## src/sv/eci_pkg.sv

```systemverilog
package eci_pkg;

   localparam int CoordW = 16;
   localparam int ProgW  = 16;

   // long-division unit: one quotient bit per stage
   localparam int DivSteps = 18;
   localparam int DivNumW  = 50;
   localparam int DivDenW  = 35;
   localparam int DivCmpW  = DivDenW + DivSteps;
   localparam int SideW    = 128;

   // lane datapath widths
   localparam int CoefW = 22;
   localparam int AW    = CoordW + 1;
   localparam int ProdW = AW + CoefW;
   localparam int SumW  = 20;

   localparam int QuadScale   = 1000;
   localparam int QuadScaleSq = 1000000;
   localparam int QuadTwice   = 2000;
   localparam int QuarterTurn = 16384;
   localparam int HalfTurn    = 32768;
   localparam int SineOne     = 65535;
   localparam int FullScaleRst = 1000;
   localparam int FullScaleMin = 2;

   // 5 * 2^30, base of the rational sine approximation denominator
   localparam logic [33:0] BhDen = 34'd5368709120;

   typedef enum logic [2:0] {
      CurveLinear    = 3'd0,
      CurveQuadIn    = 3'd1,
      CurveQuadOut   = 3'd2,
      CurveQuadInOut = 3'd3,
      CurveSineIn    = 3'd4,
      CurveSineOut   = 3'd5,
      CurveSineInOut = 3'd6
   } eci_curve_type;

   typedef enum logic [1:0] {
      CsrCurveMode = 2'd0,
      CsrFullScale = 2'd1
   } eci_csr_type;

   typedef struct packed {
      logic neg_a;
      logic half_a;
      logic half_p;
      logic use_end;
      logic hit;
   } eci_lane_ctl_type;

   typedef struct packed {
      logic                     sign;
      logic signed [CoordW:0]   addend;
      logic                     hit;
   } eci_lane_side_type;

   localparam int LaneSideW = $bits(eci_lane_side_type);

   typedef struct packed {
      logic signed [CoordW-1:0] sx;
      logic signed [CoordW-1:0] sy;
      logic signed [CoordW-1:0] ex;
      logic signed [CoordW-1:0] ey;
      logic [ProgW-1:0]         p;
      logic                     hit;
      logic                     hi;
      logic signed [CoefW-1:0]  bq;
      logic                     neg;
      logic [14:0]              u;
   } eci_item_type;

   localparam int ItemW = $bits(eci_item_type);

endpackage

```

## src/sv/eci_div.sv

```systemverilog
module eci_div (
   input  logic                        clock,
   input  logic                        reset,
   input  logic                        adv,
   input  logic                        in_valid,
   input  logic [eci_pkg::DivNumW-1:0] in_num,
   input  logic [eci_pkg::DivDenW-1:0] in_den,
   input  logic [eci_pkg::SideW-1:0]   in_side,
   output logic                        out_valid,
   output logic [eci_pkg::DivSteps-1:0] out_quo,
   output logic [eci_pkg::SideW-1:0]   out_side
);

   logic [eci_pkg::DivNumW-1:0]  rem_ff   [eci_pkg::DivSteps];
   logic [eci_pkg::DivNumW-1:0]  rem_in   [eci_pkg::DivSteps];
   logic [eci_pkg::DivNumW-1:0]  num_src  [eci_pkg::DivSteps];
   logic [eci_pkg::DivDenW-1:0]  den_ff   [eci_pkg::DivSteps];
   logic [eci_pkg::DivDenW-1:0]  den_src  [eci_pkg::DivSteps];
   logic [eci_pkg::DivSteps-1:0] quo_ff   [eci_pkg::DivSteps];
   logic [eci_pkg::DivSteps-1:0] quo_in   [eci_pkg::DivSteps];
   logic [eci_pkg::DivSteps-1:0] quo_src  [eci_pkg::DivSteps];
   logic [eci_pkg::SideW-1:0]    side_ff  [eci_pkg::DivSteps];
   logic [eci_pkg::DivCmpW-1:0]  shifted  [eci_pkg::DivSteps];
   logic [eci_pkg::DivCmpW-1:0]  diff     [eci_pkg::DivSteps];
   logic [eci_pkg::DivSteps-1:0] take;
   logic [eci_pkg::DivSteps-1:0] valid_ff;

   always_comb begin
      num_src[0] = in_num;
      den_src[0] = in_den;
      quo_src[0] = '0;
      for (int k = 1; k < eci_pkg::DivSteps; k++) begin
         num_src[k] = rem_ff[k-1];
         den_src[k] = den_ff[k-1];
         quo_src[k] = quo_ff[k-1];
      end
      // stage k settles quotient bit DivSteps-1-k
      for (int k = 0; k < eci_pkg::DivSteps; k++) begin
         shifted[k] = eci_pkg::DivCmpW'(den_src[k]) << (eci_pkg::DivSteps - 1 - k);
         diff[k]    = eci_pkg::DivCmpW'(num_src[k]) - shifted[k];
         take[k]    = eci_pkg::DivCmpW'(num_src[k]) >= shifted[k];
         rem_in[k]  = take[k] ? diff[k][eci_pkg::DivNumW-1:0] : num_src[k];
         quo_in[k]  = quo_src[k];
         quo_in[k][eci_pkg::DivSteps-1-k] = take[k];
      end
   end

   always_ff @(posedge clock) begin
      if (reset) begin
         valid_ff <= '0;
      end else if (adv) begin
         valid_ff <= {valid_ff[eci_pkg::DivSteps-2:0], in_valid};
      end
   end

   always_ff @(posedge clock) begin
      if (adv) begin
         side_ff[0] <= in_side;
         den_ff[0]  <= in_den;
         for (int k = 1; k < eci_pkg::DivSteps; k++) begin
            side_ff[k] <= side_ff[k-1];
            den_ff[k]  <= den_ff[k-1];
         end
         for (int k = 0; k < eci_pkg::DivSteps; k++) begin
            rem_ff[k] <= rem_in[k];
            quo_ff[k] <= quo_in[k];
         end
      end
   end

   assign out_valid = valid_ff[eci_pkg::DivSteps-1];
   assign out_quo   = quo_ff[eci_pkg::DivSteps-1];
   assign out_side  = side_ff[eci_pkg::DivSteps-1];

endmodule

```

## config.mk

```make
export PLATFORM = sky130hd
export DESIGN_NAME = eci_div
export DESIGN_NICKNAME = d
export VERILOG_FILES = /design/src/sv/eci_pkg.sv /design/src/sv/eci_div.sv
export SDC_FILE = /design/constraint.sdc
export NUM_CORES = 2
export LEC_CHECK = 0
export ABC_CLOCK_PERIOD_IN_PS = 5200
export BUFFER_PORTS_ARGS = -buffer_cell sky130_fd_sc_hd__buf_2
export CAP_MARGIN = 30
export CORE_MARGIN = 8
export CORE_UTILIZATION = 30
export CTS_CLUSTER_DIAMETER = 50
export DETAILED_ROUTE_END_ITERATION = 16
export GPL_ROUTABILITY_DRIVEN = 1
export SLEW_MARGIN = 0
export SYNTH_ARGS = -nofsm -noshare
export SYNTH_HDL_FRONTEND = slang
export SYNTH_MEMORY_MAX_BITS = 65536
export SYNTH_SLANG_ARGS = --single-unit
```

## constraint.sdc

```tcl
create_clock -name clock -period 5.2 [get_ports clock]
set_input_delay 0.78 -clock clock [delete_from_list [all_inputs] [get_ports clock]]
set_output_delay 0.78 -clock clock [all_outputs]
set_load 0.05 [all_outputs]
```

==> results.cfg <==
[timing]
slew_headroom = 0.368
slew_viol_final = 0
layout_setup_ws_ps = 884
rsz0062_at_grt = no
skew_ps = 73.4
fmax_ghz = 0.232
hold_viol = 0
tightest_slew_ps = 948
finalSetupViolations = 0
fin_crit_sh = 0.830
min_period_ps = 4320
final.setup.tns_ps = 0

[floorplan]
core.rowCount = 268
dieHeight_um = 748
die_area_mm2 = 0.559
io-pin-count = 364
initial_core_util = 0.301
die_w_um = 748
coreArea_mm2 = 0.533

[clock_tree]
clk_latency_ps = 1000
cts-root-buf = clkbuf_16
cts_resized = 0
cts_buffers = 461
cts_tree = built
clock_sinks = 3938
clkTransAtPathRegs_ps = 60
cts_max_level = 5
cts.path.max_buffers = 4

[synth]
ys_seq_area_frac = 0.735
synthFlopType = edfxtp_1
yosys_warnings = 0
synth_edf_count = 3920
async_flop_share = 0
syn_area_mm2 = 0.161
synth.top_cell.area_share = 0.733
synth_top_area_cell = edfxtp_1
yosys-top-cells-area = edfxtp_1 (73%), ha_1 (4.9%), a21oi_1 (2.1%)
avgSynthCellArea_um2 = 15.2
syn_nets = 11500
ys_ff_latch = 3938
postSynthCellCount = 10600
synth.distinct_cells = 102

[grt]
grt_max_degree = 164
grt_most_used_layer = met2
grt_pass1_wl_um = 448000
antenna_found_initial = 2
grt.overflow.total = 0
grt_usage = 0.0966
use_met3 = 0.0160
met2_usage = 0.155
grt_pass1_vias = 83200
gr-usage-met1 = 0.127

[power_and_ir_drop]
intPower_mw = 68.1
p_per_area_mw_per_mm2 = 508
power_switching_share = 0.291
p_sw_mw = 28.0
clkPwrFrac = 0.325
combPwrFrac = 0.231
leakage_nw = 69.6
seqPwrFrac = 0.444
peakVddDrop_v = 0.000338

[placement]
pre_cts_ws_ps = 824
hpwl_um = 194000
io_buffer_count = 363
gp_congestion = 0.865
dpl.cell_count = 17900

[drt]
vias = 83000
drt-total-wl_um = 283000
wl_per_cell_um = 15.0
dr.pass1.iters = 6
drt.antenna.violating_nets = 0
vias_per_cell = 4.39
drt-initial-drc-count = 5756
drcViolationCount = 0

[setup_path]
cp.required_ps = 5890
slowest_delay_ps = 640
worstSetupPathType = reg2reg
crit_buf_inv = 3
arrival_ps = 5010
crit_fanout = 5
crit_top_cell = inv_1
end_kind = flop
start_kind = flop
critical_path.top_delay_family = compound AO/OA/AOI/OAI gates
crit_chain = inv_1 > ha_1 > inv_1 > fa_1 > a211oi_1 > o21ai_0 > a21oi_1 > o21ai_0 > a221oi_1 > a21oi_1 > o21ai_1 > nor2b_4 > inv_1 > nand4b_1 > nor3_1 > xor2_1
slowest_stage = a221oi_1

[worst_hold_path]
hold_class = in2reg

[status]
status = completed

[layout]
nets = 12400
final_cells = 18900
drive_gt1_frac = 0.116
area_delta_synth_final_pct = 17.7

[job]
cap_violations = 0
## logic make-up (layout without fill, tap and decap cells)
logic type,Yosys count,after routing,share of synthesized area
flops,3938,3938,0.735
compound gates,2248,2248,0.0864
simple gates,2006,2006,0.0597
buf+inv,988,2312,0.0235
fa+ha+maj,644,644,0.0510
xor+xnor,614,614,0.0335
mux,152,152,0.0109
other cells,0,1,0
## repair_timing
item                                   4_1_cts  5_1_grt
setup buffers                                0        0
endpoints found under the hold margin      206        0
hold buffers                               193        0
## metal layers
| metal | vias up | share of wire |
|---|---|---|
| met4 | 0 | 0.052 |
| met3 | 690 | 0.038 |
| met2 | 1521 | 0.45 |
| li1 | 41800 | - |
| met1 | 39000 | 0.46 |
| met5 | - | 0 |
## final timing paths
kind,cells after the start,slack (ps),from,to
max reg2reg,16,880,rem_ff[10][6],rem_ff[11][45]
min reg2reg,0,380,side_ff[15][98],side_ff[16][98]
max,16,880,rem_ff[10][6],rem_ff[11][45]
min,2,160,in_num[43],rem_ff[0][43]
## through the flow
| stage | hold WS [ps] | utilization | instance area (um^2) | power (mW) |
|---|---|---|---|---|
| finish | 160 | 0.355 | 189000 | 96.1 |
| CTS | 1.08 | 0.355 | 189000 | 97.4 |
| floorplan | 400 | - | 161000 | 59.1 |
| detailed placement | 405 | 0.323 | 172000 | 65.3 |
| global placement | 400 | 0.323 | 172000 | 65.1 |
| global route | 51.3 | 0.355 | 189000 | 102 |
## flip-flops by register name, indices dropped and copies added, names as in the netlist
name      cells
quo_ff      171
valid_ff     18
rem_ff      850
den_ff      595
side_ff    2304
## synth_stat cells (13+ instances only)
library cell / n
nand4_1: 97
inv_1: 783
o21ai_0: 635
and4_1: 22
xnor2_1: 347
dfxtp_1: 18
and2_1: 39
clkbuf_1: 142
a21boi_0: 19
a211o_1: 16
edfxtp_1: 3920
a21o_1: 348
nand2_1: 724
buf_1: 21
mux2_4: 20
nand2b_1: 91
or2_2: 19
ha_1: 627
fa_1: 17
nor2b_1: 89
a31oi_1: 61
nor2_1: 454
o211ai_1: 38
a41oi_1: 14
o31ai_1: 48
mux2i_1: 24
o21ai_1: 19
o21bai_1: 81
nor3_1: 98
buf_2: 39
or3_1: 31
and3_1: 58
mux2_2: 98
nand3_1: 117
nor4b_1: 13
or4_1: 16
nor4_1: 83
o21a_1: 65
a211oi_1: 50
nand4b_1: 13
xor2_1: 267
a21oi_1: 687
## cell type report
class | count | area [um^2]
inverter | 783 | 2940
multi-input combinational | 5664 | 38900
antenna | 1 | 2.50
clock buffer | 561 | 12000
timing repair buffer | 678 | 5270
tap | 7020 | 8780
clock inverter | 290 | 3140
sequential | 3938 | 118000
fill | 50600 | 344000
## cells in the final DEF, fill, tap and decap left out, drive strengths merged, types with 98 or more instances in the layout
cell,Yosys,layout
edfxtp,3920,3920
inv,783,859
nand2,724,724
a21oi,691,691
o21ai,657,657
ha,627,627
clkbuf,142,561
buf,63,485
nor2,455,455
a21o,348,348
xnor2,347,347
xor2,267,267
dlygate4sd3,0,193
clkinv,0,160
mux2,128,128
nand3,117,117
nor3,98,98
## power groups by stage
| stage | clock network [mW] | registers, mW | logic [mW] |
|---|---|---|---|
| 3_5_place_dp | 0 | 43.3 | 22.0 |
| 2_1_floorplan | 0 | 42.4 | 16.7 |
| 4_1_cts | 32.5 | 42.6 | 22.2 |
| 5_1_grt | 33.6 | 43.0 | 24.9 |
| 3_3_place_gp | 0 | 43.3 | 21.8 |
| 6_report | 31.2 | 42.6 | 22.2 |
Power figures use the tool's default switching activity.
