===== src/sv/eci_pkg.sv =====
package eci_pkg;

   localparam int CoordW = 16;
   localparam int ProgW  = 16;

   // long-division unit: one quotient bit per stage
   localparam int DivSteps = 18;
   localparam int DivNumW  = 50;
   localparam int DivDenW  = 35;
   localparam int DivCmpW  = DivDenW + DivSteps;
   localparam int SideW    = 128;

   // lane datapath widths
   localparam int CoefW = 22;
   localparam int AW    = CoordW + 1;
   localparam int ProdW = AW + CoefW;
   localparam int SumW  = 20;

   localparam int QuadScale   = 1000;
   localparam int QuadScaleSq = 1000000;
   localparam int QuadTwice   = 2000;
   localparam int QuarterTurn = 16384;
   localparam int HalfTurn    = 32768;
   localparam int SineOne     = 65535;
   localparam int FullScaleRst = 1000;
   localparam int FullScaleMin = 2;

   // 5 * 2^30, base of the rational sine approximation denominator
   localparam logic [33:0] BhDen = 34'd5368709120;

   typedef enum logic [2:0] {
      CurveLinear    = 3'd0,
      CurveQuadIn    = 3'd1,
      CurveQuadOut   = 3'd2,
      CurveQuadInOut = 3'd3,
      CurveSineIn    = 3'd4,
      CurveSineOut   = 3'd5,
      CurveSineInOut = 3'd6
   } eci_curve_type;

   typedef enum logic [1:0] {
      CsrCurveMode = 2'd0,
      CsrFullScale = 2'd1
   } eci_csr_type;

   typedef struct packed {
      logic neg_a;
      logic half_a;
      logic half_p;
      logic use_end;
      logic hit;
   } eci_lane_ctl_type;

   typedef struct packed {
      logic                     sign;
      logic signed [CoordW:0]   addend;
      logic                     hit;
   } eci_lane_side_type;

   localparam int LaneSideW = $bits(eci_lane_side_type);

   typedef struct packed {
      logic signed [CoordW-1:0] sx;
      logic signed [CoordW-1:0] sy;
      logic signed [CoordW-1:0] ex;
      logic signed [CoordW-1:0] ey;
      logic [ProgW-1:0]         p;
      logic                     hit;
      logic                     hi;
      logic signed [CoefW-1:0]  bq;
      logic                     neg;
      logic [14:0]              u;
   } eci_item_type;

   localparam int ItemW = $bits(eci_item_type);

endpackage


===== src/sv/eci_div.sv =====
module eci_div (
   input  logic                        clock,
   input  logic                        reset,
   input  logic                        adv,
   input  logic                        in_valid,
   input  logic [eci_pkg::DivNumW-1:0] in_num,
   input  logic [eci_pkg::DivDenW-1:0] in_den,
   input  logic [eci_pkg::SideW-1:0]   in_side,
   output logic                        out_valid,
   output logic [eci_pkg::DivSteps-1:0] out_quo,
   output logic [eci_pkg::SideW-1:0]   out_side
);

   logic [eci_pkg::DivNumW-1:0]  rem_ff   [eci_pkg::DivSteps];
   logic [eci_pkg::DivNumW-1:0]  rem_in   [eci_pkg::DivSteps];
   logic [eci_pkg::DivNumW-1:0]  num_src  [eci_pkg::DivSteps];
   logic [eci_pkg::DivDenW-1:0]  den_ff   [eci_pkg::DivSteps];
   logic [eci_pkg::DivDenW-1:0]  den_src  [eci_pkg::DivSteps];
   logic [eci_pkg::DivSteps-1:0] quo_ff   [eci_pkg::DivSteps];
   logic [eci_pkg::DivSteps-1:0] quo_in   [eci_pkg::DivSteps];
   logic [eci_pkg::DivSteps-1:0] quo_src  [eci_pkg::DivSteps];
   logic [eci_pkg::SideW-1:0]    side_ff  [eci_pkg::DivSteps];
   logic [eci_pkg::DivCmpW-1:0]  shifted  [eci_pkg::DivSteps];
   logic [eci_pkg::DivCmpW-1:0]  diff     [eci_pkg::DivSteps];
   logic [eci_pkg::DivSteps-1:0] take;
   logic [eci_pkg::DivSteps-1:0] valid_ff;

   always_comb begin
      num_src[0] = in_num;
      den_src[0] = in_den;
      quo_src[0] = '0;
      for (int k = 1; k < eci_pkg::DivSteps; k++) begin
         num_src[k] = rem_ff[k-1];
         den_src[k] = den_ff[k-1];
         quo_src[k] = quo_ff[k-1];
      end
      // stage k settles quotient bit DivSteps-1-k
      for (int k = 0; k < eci_pkg::DivSteps; k++) begin
         shifted[k] = eci_pkg::DivCmpW'(den_src[k]) << (eci_pkg::DivSteps - 1 - k);
         diff[k]    = eci_pkg::DivCmpW'(num_src[k]) - shifted[k];
         take[k]    = eci_pkg::DivCmpW'(num_src[k]) >= shifted[k];
         rem_in[k]  = take[k] ? diff[k][eci_pkg::DivNumW-1:0] : num_src[k];
         quo_in[k]  = quo_src[k];
         quo_in[k][eci_pkg::DivSteps-1-k] = take[k];
      end
   end

   always_ff @(posedge clock) begin
      if (reset) begin
         valid_ff <= '0;
      end else if (adv) begin
         valid_ff <= {valid_ff[eci_pkg::DivSteps-2:0], in_valid};
      end
   end

   always_ff @(posedge clock) begin
      if (adv) begin
         side_ff[0] <= in_side;
         den_ff[0]  <= in_den;
         for (int k = 1; k < eci_pkg::DivSteps; k++) begin
            side_ff[k] <= side_ff[k-1];
            den_ff[k]  <= den_ff[k-1];
         end
         for (int k = 0; k < eci_pkg::DivSteps; k++) begin
            rem_ff[k] <= rem_in[k];
            quo_ff[k] <= quo_in[k];
         end
      end
   end

   assign out_valid = valid_ff[eci_pkg::DivSteps-1];
   assign out_quo   = quo_ff[eci_pkg::DivSteps-1];
   assign out_side  = side_ff[eci_pkg::DivSteps-1];

endmodule


===== src/sv/eci_lane.sv =====
module eci_lane (
   input  logic                            clock,
   input  logic                            reset,
   input  logic                            adv,
   input  logic                            in_valid,
   input  logic signed [eci_pkg::CoordW-1:0] in_start,
   input  logic signed [eci_pkg::CoordW-1:0] in_end,
   input  logic signed [eci_pkg::CoefW-1:0]  in_coef,
   input  eci_pkg::eci_lane_ctl_type       in_ctl,
   input  logic [eci_pkg::DivDenW-1:0]     in_den,
   output logic                            out_valid,
   output logic signed [eci_pkg::SumW-1:0] out_sum,
   output logic                            out_hit
);

   logic signed [eci_pkg::AW-1:0]    d;
   logic signed [eci_pkg::AW-1:0]    d_adj;
   logic signed [eci_pkg::AW-1:0]    d_half;
   logic signed [eci_pkg::AW-1:0]    a_mag;
   logic signed [eci_pkg::AW-1:0]    a_in;
   logic signed [eci_pkg::AW-1:0]    addend_in;

   logic signed [eci_pkg::AW-1:0]    a_ff;
   logic signed [eci_pkg::CoefW-1:0] b_ff;
   logic signed [eci_pkg::AW-1:0]    add0_ff;
   logic                             halfp0_ff;
   logic                             hit0_ff;
   logic [eci_pkg::DivDenW-1:0]      den0_ff;
   logic                             v0_ff;

   logic signed [eci_pkg::ProdW-1:0] prod_in;
   logic signed [eci_pkg::ProdW-1:0] prod_ff;
   logic signed [eci_pkg::AW-1:0]    add1_ff;
   logic                             halfp1_ff;
   logic                             hit1_ff;
   logic [eci_pkg::DivDenW-1:0]      den1_ff;
   logic                             v1_ff;

   logic [eci_pkg::ProdW-1:0]        mag;
   logic [eci_pkg::ProdW-1:0]        mag_sel;
   eci_pkg::eci_lane_side_type       side_in;
   eci_pkg::eci_lane_side_type       side_out;
   logic [eci_pkg::SideW-1:0]        div_side;
   logic                             div_valid;
   logic [eci_pkg::DivSteps-1:0]     div_quo;

   logic signed [eci_pkg::SumW-1:0]  q_pos;
   logic signed [eci_pkg::SumW-1:0]  sum_in;
   logic signed [eci_pkg::SumW-1:0]  sum_ff;
   logic                             hit_ff;
   logic                             v3_ff;

   always_comb begin
      d      = {in_end[eci_pkg::CoordW-1], in_end} - {in_start[eci_pkg::CoordW-1], in_start};
      // halve toward zero
      d_adj  = d + {{(eci_pkg::AW-1){1'b0}}, d[eci_pkg::AW-1]};
      d_half = d_adj >>> 1;
      a_mag  = in_ctl.half_a ? d_half : d;
      a_in   = in_ctl.neg_a ? -a_mag : a_mag;
      addend_in = in_ctl.use_end ? {in_end[eci_pkg::CoordW-1], in_end}
                                 : {in_start[eci_pkg::CoordW-1], in_start};
   end

   assign prod_in = a_ff * b_ff;

   always_comb begin
      mag     = prod_ff[eci_pkg::ProdW-1] ? eci_pkg::ProdW'(-prod_ff) : eci_pkg::ProdW'(prod_ff);
      mag_sel = halfp1_ff ? (mag >> 1) : mag;
      side_in.sign   = prod_ff[eci_pkg::ProdW-1];
      side_in.addend = add1_ff;
      side_in.hit    = hit1_ff;
   end

   eci_div u_div (
      .clock     (clock),
      .reset     (reset),
      .adv       (adv),
      .in_valid  (v1_ff),
      .in_num    (eci_pkg::DivNumW'(mag_sel)),
      .in_den    (den1_ff),
      .in_side   (eci_pkg::SideW'(side_in)),
      .out_valid (div_valid),
      .out_quo   (div_quo),
      .out_side  (div_side)
   );

   always_comb begin
      side_out = eci_pkg::eci_lane_side_type'(div_side[eci_pkg::LaneSideW-1:0]);
      q_pos    = eci_pkg::SumW'(div_quo);
      sum_in   = (side_out.sign ? -q_pos : q_pos) + eci_pkg::SumW'(side_out.addend);
   end

   always_ff @(posedge clock) begin
      if (reset) begin
         v0_ff <= 1'b0;
         v1_ff <= 1'b0;
         v3_ff <= 1'b0;
      end else if (adv) begin
         v0_ff <= in_valid;
         v1_ff <= v0_ff;
         v3_ff <= div_valid;
      end
   end

   always_ff @(posedge clock) begin
      if (adv) begin
         a_ff      <= a_in;
         b_ff      <= in_coef;
         add0_ff   <= addend_in;
         halfp0_ff <= in_ctl.half_p;
         hit0_ff   <= in_ctl.hit;
         den0_ff   <= in_den;
         prod_ff   <= prod_in;
         add1_ff   <= add0_ff;
         halfp1_ff <= halfp0_ff;
         hit1_ff   <= hit0_ff;
         den1_ff   <= den0_ff;
         sum_ff    <= sum_in;
         hit_ff    <= side_out.hit;
      end
   end

   assign out_valid = v3_ff;
   assign out_sum   = sum_ff;
   assign out_hit   = hit_ff;

endmodule


===== config.mk =====
export PLATFORM = sky130hd
export DESIGN_NAME = eci_lane
export DESIGN_NICKNAME = d
export VERILOG_FILES = /design/src/sv/eci_pkg.sv /design/src/sv/eci_div.sv /design/src/sv/eci_lane.sv
export SDC_FILE = /design/constraint.sdc
export NUM_CORES = 2
export LEC_CHECK = 0
export BUFFER_PORTS_ARGS = -buffer_cell sky130_fd_sc_hd__buf_2
export CAP_MARGIN = 20
export CORE_ASPECT_RATIO = 1.2
export CORE_MARGIN = 2
export CORE_UTILIZATION = 62
export DETAILED_ROUTE_END_ITERATION = 16
export GPL_TIMING_DRIVEN = 0
export PLACE_DENSITY = 0.78
export SLEW_MARGIN = 15
export SYNTH_ARGS = -nofsm -noshare
export SYNTH_HDL_FRONTEND = slang
export SYNTH_MEMORY_MAX_BITS = 65536
export SYNTH_SLANG_ARGS = --single-unit

===== constraint.sdc =====
create_clock -name clock -period 8.4 [get_ports clock]
set_clock_uncertainty 0.15 [all_clocks]
set_input_delay 0.42 -clock clock [delete_from_list [all_inputs] [get_ports clock]]
set_output_delay 0.42 -clock clock [all_outputs]
set_load 0.05 [all_outputs]

==> metrics.md <==
| Metric | Value |
|---|---|
| RSZ-0062 raised after global routing | yes |
| Root cell of the clock tree | clkbuf_16 |
| Critical path class | reg -> reg |
| Area grow syn2layout | 10.2% |
| Top delay family on crit path | adder cells |
| Die area | approximately 0.2 sq mm |
| Yosys warnings | 0 |
| Top cell by count, worst path | fa_1 |
| Drt first pass iters | 8 |
| Min-delay worst type | in -> reg |
| Initial antenna violation count | 6 |
| Max Cap Viol | 0 |
| Wire length per cell | 22.5 um |
| Syn avg cell area | 11.6 sq um |
| DRC marker count from the first detailed-route iteration | roughly 5400 |
| Synth area leaders | edfxtp_1 52%, ha_1 7.6%, fa_1 6.3%, inv_1 3.8%, xnor2_1 3.1% |
| Critical Path Max Stage Delay | between 0.6 and 0.7 ns |
| Primary FF master, synth | edfxtp_1 |
| Final Hold Viols | 0 |
| Seq cells post-synth | around 2200 |
| Slowest-stage cell, CP | edfxtp_1 |
| Hold_sp | in_den[21] |
| Clock sink count | 2166 |
| Nets | between 10000 and 15000 |
| Largest net degree at the start of global routing | 172 |
| Pre-CTS setup slack | -0.0509 ns |
| Crit. End Element | register |
| CTS H-Tree Depth | 4 |
| Synth top area share | 0.523 |
| Post-synthesis cell type count | between 90 and 100 |
| Asr flop ratio synth | 0 |
| Total Wirelength | ~310000 um |
| Period utilisation layout | 0.966 |
| Crit Path Max Fanout | 10 |
| CTS Buf Count | 207 |
| Grt ovf | 0 |
| Die width | 411 um |
| Share of cells above drive strength 1 | 0.0611 |
| CP Data Arrival Time | between 8 and 9 ns |
| Cell area after synthesis | between 0.1 and 0.15 sq mm |
| Hold Crit Endpoint | den0_ff[21] |
| Post-Layout Cell Count | 13900 |
| Dpl cell area | 0.127 sq mm |
| Worst r2r src | b_ff[7] |
| Row count | 179 |
| Relative slew slack | 0.0982 |
| Die Ht | slightly below 500 um |
| Cells after Synth | 10600 |
| Vias per cell | a little under 6 |
| Syn_nets | around 12000 |
| Flop2flop setup slack | ~0.29 ns |
| FMAX | around 120 MHz |
| Initial Utilization | 0.622 |
| Worst-skew pair later-pin latency | between 0.9 and 1 ns |
| GRT Resource Usage Total | 0.311 |
| Status | completed |
| Startpoint types | register |
| Cell count of the worst hold path | 2 |
| Post-DRT Antenna Nets | 0 |
| Final worst slack | about 0.29 ns |
| DPL Wire Length | around 240000 um |
| Worst Path Buf+Inv | 4 |
| Number of global-route vias before repair | between 80000 and 90000 |
| R2R depth | 24 |
| IO Count | 120 |
| GP Congestion | approximately 1.1 |
| Worst Path Required | ~8.9 ns |
| Seq/Total Area, Yosys | 0.527 |
| First-pass GRT wire length | approximately 480000 um |
| Fin Setup TNS | 0 ns |
| Port bufs | between 100 and 150 |
| Final setup fails | 0 |
| DRC viols | 0 |
| Number of flops mapped to enable cells by yosys | about 2100 |
| Clk pin slew, worst setup/hold paths | ~0.060 ns |
| Placed insts | 13400 |
| Worst-Margin Slew | ~1.3 ns |
| Post-synth top area cell | edfxtp_1 |
| Final max-slew violation count | 0 |
| Vias | between 80000 and 90000 |
| Cell count along the critical path | 24 |
| CTS tree | yes |
| Design area | approximately 0.14 sq mm |
| Clock buffer depth | 3 |
| Core ar. | around 0.20 sq mm |
| Capturing point of the worst reg2reg path | prod_ff[37] |
| Tmin final | 8.11 ns |
| CP Cell Sequence | clkbuf_1, nand2_1, fa_1, fa_1, inv_1, fa_1, ha_1, inv_1, fa_1, inv_1, fa_1, ha_1, a21o_1, a21oi_1, o21ai_0, a2111oi_1, o21ai_0, a31oi_1, a21oi_1, o211a_1, o21a_1, o21a_1, nand4b_1, o211ai_1 |
## layer usage
| metal | track usage | wire length [um] | vias to the layer above |
|---|---|---|---|
| met5 | 0 | 18 | - |
| met4 | 0.277 | 32900 | 2 |
| met3 | 0.0387 | 11200 | 1141 |
| met2 | 0.596 | 171000 | 2551 |
| met1 | 0.279 | 97300 | 39600 |
| li1 | - | - | 38900 |
## layout make-up
cell class	instances	area, sq um
Antenna cell	15	37.5
Tap cell	2624	3280
Inverter	1243	4670
Sequential cell	2166	64800
Buffer	236	900
Multi-Input combinational cell	6972	52700
Fill cell	14100	62200
Clock inverter	151	1780
Clock buffer	236	5290
Timing Repair Buffer	241	2060
## stage by stage
| step | hold slack [ns] | util |
|---|---|---|
| after CTS | 0.00513 | 0.685 |
| after detailed placement | 0.255 | 0.644 |
| after floorplan | 0.250 | - |
| after global routing | 0.0273 | 0.686 |
| after global placement | 0.250 | 0.642 |
| final | 0.0721 | 0.686 |
## repair_timing
| item | in CTS | in global routing |
|---|---|---|
| hold endpoints to repair | 167 | 0 |
| setup buffers | 0 | 2 |
| hold buffers | 97 | 0 |
| gates resized for setup | 1 | 13 |
| endpoints found under the setup margin | 2 | 5 |
## worst max path at each step
stage / end / from
5_1_grt: prod_ff[38] / b_ff[7]
6_report: prod_ff[37] / b_ff[7]
3_5_place_dp: prod_ff[38] / a_ff[16]
3_3_place_gp: out_sum[13] / adv
2_1_floorplan: prod_ff[36] / a_ff[16]
4_1_cts: prod_ff[38] / a_ff[16]
## worst register-to-register path: cells and delay by family (launching register included)
kind	cells	cell delay, ns
DFF	1	0.65
and+or+nand+nor	2	0.28
AOI/OAI and AO/OA	11	2.76
buffers and inverters	4	0.72
adders and majority gates	7	3.29
## logic make-up (layout without fill, tap and decap cells)
| group | Yosys count | after routing | synth area share |
|---|---|---|---|
| compound gates | 2327 | 2327 | 0.118 |
| xor+xnor | 711 | 711 | 0.0506 |
| simple gates | 2614 | 2614 | 0.104 |
| flops | 2166 | 2166 | 0.527 |
| fa+ha+maj | 1140 | 1140 | 0.140 |
| buf+inv | 1479 | 2107 | 0.0452 |
| other cells | 0 | 15 | 0 |
| mux | 180 | 180 | 0.0158 |
## cell usage in the layout, fill, tap and decap left out, types with 33 or more instances in the layout
master / n
xor2_1: 281
or3_1: 55
nor4_1: 74
nor2_1: 540
and3_1: 58
nor3_1: 157
ha_1: 750
a21boi_0: 43
nand4_1: 112
a31oi_1: 40
clkinv_1: 42
o21bai_1: 82
nand3_1: 153
clkinv_2: 42
nand2_1: 863
nand2b_1: 129
clkbuf_1: 236
a21o_1: 346
fa_1: 390
mux2i_1: 66
or2_2: 36
a211oi_1: 40
edfxtp_1: 2145
and2_1: 192
mux2_2: 114
nor2b_1: 102
o21a_1: 81
dlygate4sd3_1: 97
o21ai_0: 631
xnor2_1: 430
o31ai_1: 73
buf_2: 126
a211o_1: 33
inv_1: 1240
a21oi_1: 697
clkbuf_16: 207
## flip-flops by register name, summed over array words and instances, names as in the netlist, 16 cells and up
register	flops
den0_ff	35
a_ff	17
add0_ff	16
b_ff	22
u_div.quo_ff	171
prod_ff	39
u_div.valid_ff	18
out_sum	20
u_div.rem_ff	850
add1_ff	16
u_div.side_ff	324
den1_ff	35
u_div.den_ff	595
## synthesized netlist by cell type (all sizes together), types with 129 or more instances
cell type	instances
nor2	540
fa	390
clkbuf	212
o21ai	637
and2	192
nand2	863
edfxtp	2145
nand2b	129
a21oi	698
nor3	157
inv	1241
a21o	346
nand3	153
xnor2	430
ha	750
xor2	281
Power is left out: the tool's default activity adds up to more than one toggle a clock period on the data nets, which glitch-free logic cannot reach.
